**src/rtl/uftt_pkg.sv**
```systemverilog
`timescale 1ns / 1ps
package uftt_pkg;

	localparam int FLOW_ENTRIES = 64;
	localparam int TIME_BITS    = 48;
	localparam int IDX_W        = (FLOW_ENTRIES > 1) ? $clog2(FLOW_ENTRIES) : 1;
	localparam int TIMEOUT_W    = 32;
	localparam int CMP_W        = (TIME_BITS > TIMEOUT_W) ? TIME_BITS : TIMEOUT_W;
	localparam int KEY_W        = 96;
	localparam logic [TIMEOUT_W-1:0] TIMEOUT_RESET = TIMEOUT_W'(10000);

	typedef struct packed {
		logic [31:0]          source_address;
		logic [31:0]          dest_address;
		logic [15:0]          source_port;
		logic [15:0]          dest_port;
		logic                 is_udp;
		logic                 forward_allowed;
		logic                 reverse_allowed;
		logic [TIME_BITS-1:0] now_ticks;
	} req_t;

	typedef struct packed {
		logic pass;
		logic flow_hit;
		logic flow_created;
		logic table_full;
	} rsp_t;

	typedef struct packed {
		logic load;
		logic scan;
		logic commit;
	} cmd_t;

	typedef struct packed {
		logic scan_done;
	} sts_t;

endpackage

```
**src/rtl/uftt_ctrl.sv**
```systemverilog
`timescale 1ns / 1ps
module uftt_ctrl (
	input  logic           clk,
	input  logic           arst_n,
	input  logic           req_valid,
	input  logic           req_is_udp,
	output logic           req_stall,
	output logic           rsp_valid,
	input  logic           rsp_stall,
	output uftt_pkg::cmd_t cmd,
	input  uftt_pkg::sts_t sts
);
	import uftt_pkg::*;

	typedef enum logic [1:0] {
		ST_IDLE,
		ST_SCAN,
		ST_FINISH
	} state_t;

	state_t state_q;
	logic   rsp_valid_q;
	logic   slot_free;

	assign slot_free  = !rsp_valid_q || !rsp_stall;
	assign req_stall  = (state_q != ST_IDLE);
	assign rsp_valid  = rsp_valid_q;
	assign cmd.load   = req_valid && (state_q == ST_IDLE);
	assign cmd.scan   = (state_q == ST_SCAN);
	assign cmd.commit = (state_q == ST_FINISH) && slot_free;

	always_ff @(posedge clk or negedge arst_n) begin
		if (!arst_n) begin
			state_q     <= ST_IDLE;
			rsp_valid_q <= 1'b0;
		end else begin
			// drop the response once taken, unless a new one replaces it
			if (rsp_valid_q && !rsp_stall && !cmd.commit) begin
				rsp_valid_q <= 1'b0;
			end
			case (state_q)
				ST_IDLE: begin
					if (req_valid) begin
						state_q <= req_is_udp ? ST_SCAN : ST_FINISH;
					end
				end
				ST_SCAN: begin
					if (sts.scan_done) begin
						state_q <= ST_FINISH;
					end
				end
				ST_FINISH: begin
					if (slot_free) begin
						rsp_valid_q <= 1'b1;
						state_q     <= ST_IDLE;
					end
				end
				default: state_q <= ST_IDLE;
			endcase
		end
	end

endmodule

```
**config.mk**
```make
export PLATFORM = sky130hd
export DESIGN_NAME = uftt_ctrl
export DESIGN_NICKNAME = d
export VERILOG_FILES = /design/src/rtl/uftt_pkg.sv /design/src/rtl/uftt_ctrl.sv
export SDC_FILE = /design/constraint.sdc
export NUM_CORES = 1
export LEC_CHECK = 0
export ABC_AREA = 1
export BUFFER_PORTS_ARGS = -buffer_cell sky130_fd_sc_hd__buf_2
export CAP_MARGIN = 15
export CORE_AREA = 2 2 39 41
export CTS_BUF_LIST = sky130_fd_sc_hd__clkbuf_8
export DETAILED_ROUTE_END_ITERATION = 10
export DIE_AREA = 0 0 41 43
export PLACE_DENSITY = 0.37
export SLEW_MARGIN = 20
export SYNTH_ARGS = -nofsm -noshare
export SYNTH_HDL_FRONTEND = slang
export SYNTH_SLANG_ARGS = --single-unit
```
**constraint.sdc**
```tcl
create_clock -name clk -period 1.8 [get_ports clk]
set_input_delay 0 -clock clk [delete_from_list [all_inputs] [get_ports clk]]
set_output_delay 0 -clock clk [all_outputs]
set_load 0.02 [all_outputs]
```
==> results_dict.tcl, run 1 <==
set metrics [dict create \
    die_w_um 41 \
    p_leak_nw 0.181 \
    p_sw_uw 235 \
    rsz0062_at_grt "false" \
    setup_viol 0 \
    drt_drc_violations_left 0 \
    r2r_end "state_q[1]" \
    p_sw_share_pct 41.5 \
    ys.warnings.count 0 \
    num_rows 14 \
    postCtsSetupRepairBufs 0 \
    path_class "reg -> out" \
    r2r_setup_slack_ns 0.87 \
    core_area_mm2 0.00138 \
    port_buffers 10 \
    fp.dieH_um 43 \
    worst_slack_ns 0.692 \
    drt-pass1-iter-count 2 \
    clockBufferDepth 2 \
    fin_tns_setup_ns 0 \
    ys_seq_elements 3 \
    insertedDiodeCount 0 \
    synth-simple-area-share_pct 37.2 \
    placed_cell_area_um2 241 \
    whs_ns 0.0208 \
    p_int_uw 330 \
    fill_cells 154 \
    synth_compound_area_share_pct 5.84 \
    grt.total_usage_pct 6.14 \
    final_hold_viol_count 0 \
    critical_path_arrival_ns 1.11 \
    postLayoutCellArea_um2 297 \
    grt_max_degree 5 \
    io_pins 11 \
    cts_root_buf "clkbuf_8" \
    cts_made_buffers 3 \
    maxCapViolations 0 \
    p_per_area_mw_per_mm2 1910 \
    wl_um 381 \
    layout.nets 47 \
    min_path_type "in -> reg" \
    cts.sinks 3 \
    synth.area.mux_share_pct 0 \
    outcome "finished, final reports clean" \
    fmaxAchievable_mhz 903 \
    r2r_cells 4 \
    netlist_area_um2 171 \
    holdPathEnd "rsp_valid" \
    finalClockSkew_ns 0.00190 \
    finalCriticalPeriod_ns 1.11 \
    worstMarginPinSlew_ns 0.181 \
    multi_input_area_um2 73.8 \
    worstSetupStartpointType "flip-flop" \
    place_inst 51 \
    instances_no_fill 56 \
    min_from "rsp_stall" \
    p_comb_share_pct 44.6 \
    place_hpwl_um 322 \
    cp_max_fo 4 \
    required_ns 1.80 \
    synth_xor_area_share_pct 0 \
    clk_latency_ns 0.21 \
    max-slew-margin-rel_pct 87.9 \
    cts_tree "built" \
    reg2reg_from "state_q[0]" \
    avgSynthCellArea_um2 6.86 \
    area_growth_syn_to_layout_pct 73.0 \
    grt_pass1_wl_um 586 \
    synth_top_family_by_area "simple AND/OR/NAND/NOR gates" \
    preCtsSetupSlack_ns 0.860 \
    peakVddDrop_uv 373 \
    drv_slew 0 \
    regArea_um2 75.1 \
    synthAdderAreaFrac_pct 0 \
    overflow 0 \
    start_util_pct 12.4 \
    cts_htree_levels 1 \
    ant_nets 0 \
    yosysSeqAreaShare_pct 43.8 \
    grt_pass1_vias 159 \
    clockPowerShare_pct 32.8 \
    via_per_inst 3.48 \
    path_clk_slew_ns 0.03 \
    hold_depth 3 \
    wl_per_cell_um 6.80 \
    syn_inst 25 \
    syn_nets 31 \
    endpoint_kind "output port" \
    pwr-share-seq_pct 22.6 \
    drt_iter0_drc 1 \
    synth_cell_types 11 \
    gp_congestion 0.697 \
    period_share_pct 61.5 \
    die_area_mm2 0.00176 \
    drive_above_1_share_pct 40.0 \
    grt_antenna_before_repair 0 \
    vias 195 \
]
[layout make-up]
type,count,area share [%]
tap,16,6.75
clock inverter,1,1.27
timing repair buffer,11,20.3
sequential,3,25.3
multi-input combinational,16,24.9
inverter,6,7.59
clock buffer,3,13.9
[kinds of logic after synthesis]
logic type | count (synthesis)
buffers and inverters | 6
and+or+nand+nor | 14
AOI/OAI and AO/OA | 2
DFF | 3
[power groups by stage]
stage | sequential (mW) | clock (mW) | combinational (mW)
2_1_floorplan | 0.139 | 0 | 0.168
3_3_place_gp | 0.130 | 0 | 0.257
3_5_place_dp | 0.130 | 0 | 0.257
4_1_cts | 0.129 | 0.190 | 0.259
5_1_grt | 0.132 | 0.202 | 0.288
6_report | 0.128 | 0.185 | 0.252
[stage by stage]
step / util, % / total power, mW
after floorplan: - / 0.307
after global placement: 17.5 / 0.387
after detailed placement: 17.5 / 0.386
after CTS: 21.4 / 0.578
after global routing: 21.4 / 0.622
final: 21.4 / 0.565
[worst max-delay path by stage]
| stage | startpoint | depth (start not counted) | end | slack [ns] |
|---|---|---|---|---|
| global route | state_q[0] | 4 | cmd[2] | 0.57 |
| CTS | state_q[0] | 4 | cmd[2] | 0.67 |
| detailed placement | state_q[0] | 4 | state_q[1] | 0.86 |
| floorplan | state_q[0] | 3 | cmd[2] | 0.80 |
| finish | state_q[0] | 4 | cmd[2] | 0.69 |
| global placement | state_q[0] | 4 | state_q[1] | 0.85 |
[critical path: stages, from the launching register on]
cell     delay (ns)
dfrtp_1        0.40
nor2_1         0.19
inv_1          0.07
nor2_1         0.07
buf_2          0.16
[synth_stat cells (all sizes together)]
cell type  instances  area, um^2
nand2              7        28.8
a21oi              1        5.00
inv                6        22.5
nand3b             1        7.51
dfrtp              3        75.1
nor2               5        21.3
nand4              1        6.26
o21ai              1        5.00
[repair_timing]
item | CTS | global route
endpoints found under the hold margin | 3 | 0
hold buffers | 1 | 0
resized for setup | 0 | 0
[layer usage]
| layer | vias to the layer above | part of all wire (%) | GRT usage, % |
|---|---|---|---|
| li1 | 105 | - | - |
| met5 | - | 0 | 0 |
| met4 | 0 | 0 | 6.00 |
| met2 | 3 | 50 | 6.88 |
| met1 | 87 | 42 | 4.85 |
| met3 | 0 | 7.6 | 7.85 |
[sequential cells by signal, summed over array words and instances, names as in the netlist]
signal and cells:
rsp_valid 1, state_q 2
[cell usage in the layout (no fill, tap or decap)]
master,instances
a21oi_1,1
buf_2,10
clkbuf_8,3
dfrtp_1,3
dlygate4sd3_1,1
inv_1,6
inv_2,1
nand2_1,6
nand2_2,1
nand3b_1,1
nand4_1,1
nor2_1,4
nor2_2,1
o21ai_1,1
Note: power is estimated with default switching activity, not from simulation.
==> inputs of run 2 (changes only) <==
--- a/config.mk
+++ b/config.mk
@@ -5,7 +5,7 @@
 export SDC_FILE = /design/constraint.sdc
 export NUM_CORES = 1
 export LEC_CHECK = 0
-export ABC_AREA = 1
+export ABC_AREA = 0
 export BUFFER_PORTS_ARGS = -buffer_cell sky130_fd_sc_hd__buf_2
 export CAP_MARGIN = 15
 export CORE_AREA = 2 2 39 41
==> constraint.sdc (replaced) <==
create_clock -name clk -period 1.1 [get_ports clk]
set_input_delay 0 -clock clk [delete_from_list [all_inputs] [get_ports clk]]
set_output_delay 0 -clock clk [all_outputs]
set_load 0.02 [all_outputs]
==> run 2 against run 1 <==
Against the previous run: the flow now finishes with violations (negative setup slack); synthesized cell count is 32% lower; combinational power is 12% higher; cell area is 13% higher; critical endpoint unchanged; worst setup slack worse by 0.72 ns; clock power is 64% higher; non-clock buffer count is 2 higher; global-route usage is 0.50 points higher; sequential power is 42% higher; sequential share of layout area is 2.5 points lower.
==> results_dict.tcl, run 2 <==
set metrics [dict create \
    outcome "complete, but fails checks" \
    violations "negative setup slack" \
    synth.area.mux_share_pct 0 \
    gp_congestion 0.596 \
    via_per_inst 3.82 \
    wl_per_cell_um 8.86 \
    final_common_cell "buf_2" \
    path_clk_slew_ns 0.03 \
    drv_slew 0 \
    synthAdderAreaFrac_pct 0 \
    final_cell_mix "buf_2 (7), buf_4 (4), clkbuf_8 (3)" \
    ys.warnings.count 0 \
    grt_antenna_before_repair 0 \
    syn_inst 17 \
    max-slew-margin-rel_pct 90.5 \
    clockBufferDepth 2 \
    p_leak_nw 0.169 \
    cp_max_fo 5 \
    ys_seq_elements 3 \
    drt_drc_violations_left 0 \
    preCtsSetupSlack_ns -0.00444 \
    avgSynthCellArea_um2 9.64 \
    insertedDiodeCount 0 \
    crit_chain "or2_4, nor2_1, buf_4" \
    grt_pass1_wl_um 724 \
    r2r_end "state_q[1]" \
    grt.total_usage_pct 6.63 \
    r2r_setup_slack_ns 0 \
    grt_max_degree 6 \
    path_class "reg -> out" \
    min_from "rsp_stall" \
    peakVddDrop_uv 1070 \
    yosys.cell_count.top_type "dfrtp_1" \
    num_rows 14 \
    synth_cell_types 12 \
    die_w_um 41 \
    core_area_mm2 0.00138 \
    finalCriticalPeriod_ns 1.13 \
    drt_iter0_drc 2 \
    synth_top_family_by_area "simple AND/OR/NAND/NOR gates" \
    worstSetupStartpointType "flip-flop" \
    ant_nets 0 \
    regMostFlops "state_q" \
    cts_root_buf "clkbuf_8" \
    place_inst 44 \
    synth-edff-count 0 \
    vias 191 \
    synth_compound_area_share_pct 13.7 \
    die_area_mm2 0.00176 \
    critical_path_arrival_ns 1.13 \
    cts_made_buffers 3 \
    synthTopCellsByArea "dfrtp_1 (46%), nand3b_1 (9.2%), o211ai_2 (7.6%), a21oi_1 (6.1%), or4b_1 (6.1%)" \
    io_pins 11 \
    instances_no_fill 50 \
    area_growth_syn_to_layout_pct 104 \
    crit_slowest_cell "dfrtp_2" \
    finalClockSkew_ns 0.00223 \
    clk_latency_ns 0.21 \
    r2r_cells 2 \
    yosysTopAreaCellShare_pct 45.8 \
    synth_xor_area_share_pct 0 \
    reg2reg_from "state_q[0]" \
    worst_slack_ns -0.0309 \
    maxCapViolations 0 \
    multi_input_area_um2 103 \
    fp.dieH_um 43 \
    cts.sinks 3 \
    yosysTopAreaCell "dfrtp_1" \
    drive_above_1_share_pct 61.8 \
    grt_pass1_vias 194 \
    period_share_pct 103 \
    layout.nets 41 \
    finish.utilization_pct 24.1 \
    holdPathEnd "rsp_valid" \
    required_ns 1.10 \
    largest_reg_flops 2 \
    worstMarginPinSlew_ns 0.143 \
    port_buffers 10 \
    hold_depth 3 \
    synth-simple-area-share_pct 38.2 \
    rsz0062_at_grt "true" \
    min_path_type "in -> reg" \
    synth_ff_type "dfrtp_1" \
    regArea_um2 76.3 \
    fmaxAchievable_mhz 884 \
    final_hold_viol_count 0 \
    syn_nets 23 \
    setup_viol 2 \
    cts_htree_levels 1 \
    whs_ns 0.0491 \
    yosysSeqAreaShare_pct 45.8 \
    start_util_pct 11.8 \
    critical_path.top_delay_family "flip-flops" \
    crit_start "state_q[1]" \
    cts_tree "built" \
    drt-pass1-iter-count 2 \
    wl_um 443 \
    overflow 0 \
    async_reset_ff_share_pct 100 \
    path_buf_inv 1 \
    p_per_area_mw_per_mm2 2300 \
    netlist_area_um2 164 \
    fill_cells 155 \
    synthTopCellsByCount "dfrtp_1 (3), a21oi_1 (2), nand2_1 (2), nand3b_1 (2)" \
    endpoint_kind "output port" \
    slowest_delay_ns 0.44 \
]
-- run 2: worst max path at each step --
stage                             to  slack (ns)  depth (start not counted)
after floorplan               cmd[2]        0.04                          2
final                         cmd[2]       -0.03                          3
after global placement    state_q[1]        0.03                          2
after CTS                     cmd[2]       -0.01                          3
after detailed placement  state_q[1]      -0.004                          2
after global routing          cmd[2]       -0.06                          3
-- run 2: cells by family after synthesis --
logic type             Yosys count
buffers and inverters            1
AOI/OAI and AO/OA                3
DFF                              3
and+or+nand+nor                 10
-- run 2: routing by layer --
layer	routed length [um]	global-route usage [%]	vias up
met5	0	0	-
met4	0	4.00	0
met3	72	6.28	0
met2	166	7.81	13
met1	205	7.42	83
li1	-	-	95
-- run 2: through the flow --
step	setup TNS (ns)	power, mW	area [um^2]
CTS	-0.0296	0.743	312
global route	-0.120	0.824	334
detailed placement	-0.00444	0.391	241
global placement	0	0.390	241
finish	-0.0329	0.769	334
floorplan	0	0.307	164
-- run 2: power breakdown --
part	total (mW)	internal [mW]	switching (mW)
Sequential	0.182	0.143	0.0390
Combinational	0.283	0.145	0.138
Clock	0.304	0.237	0.0675
-- run 2: cell type report --
cell class,instances,area share [%]
tap,16,5.99
sequential,3,22.8
clock buffer,3,12.4
clock inverter,1,1.12
inverter,1,1.12
timing repair buffer,13,25.8
multi-input combinational,13,30.7
-- run 2: tightest hold or removal path, delay by kind of cell --
family	cells	cell delay, ns
and+or+nand+nor	2	0.13
buffers and inverters	1	0.10
-- run 2: timing repair --
| item | 4_1_cts | 5_1_grt |
|---|---|---|
| gates resized for setup | 3 | 6 |
| endpoints found under the setup margin | 4 | 3 |
| pin swaps | 0 | 1 |
| buffers inserted | 1 | 0 |
| hold endpoints to repair | 3 | 0 |
| hold buffers | 1 | 0 |
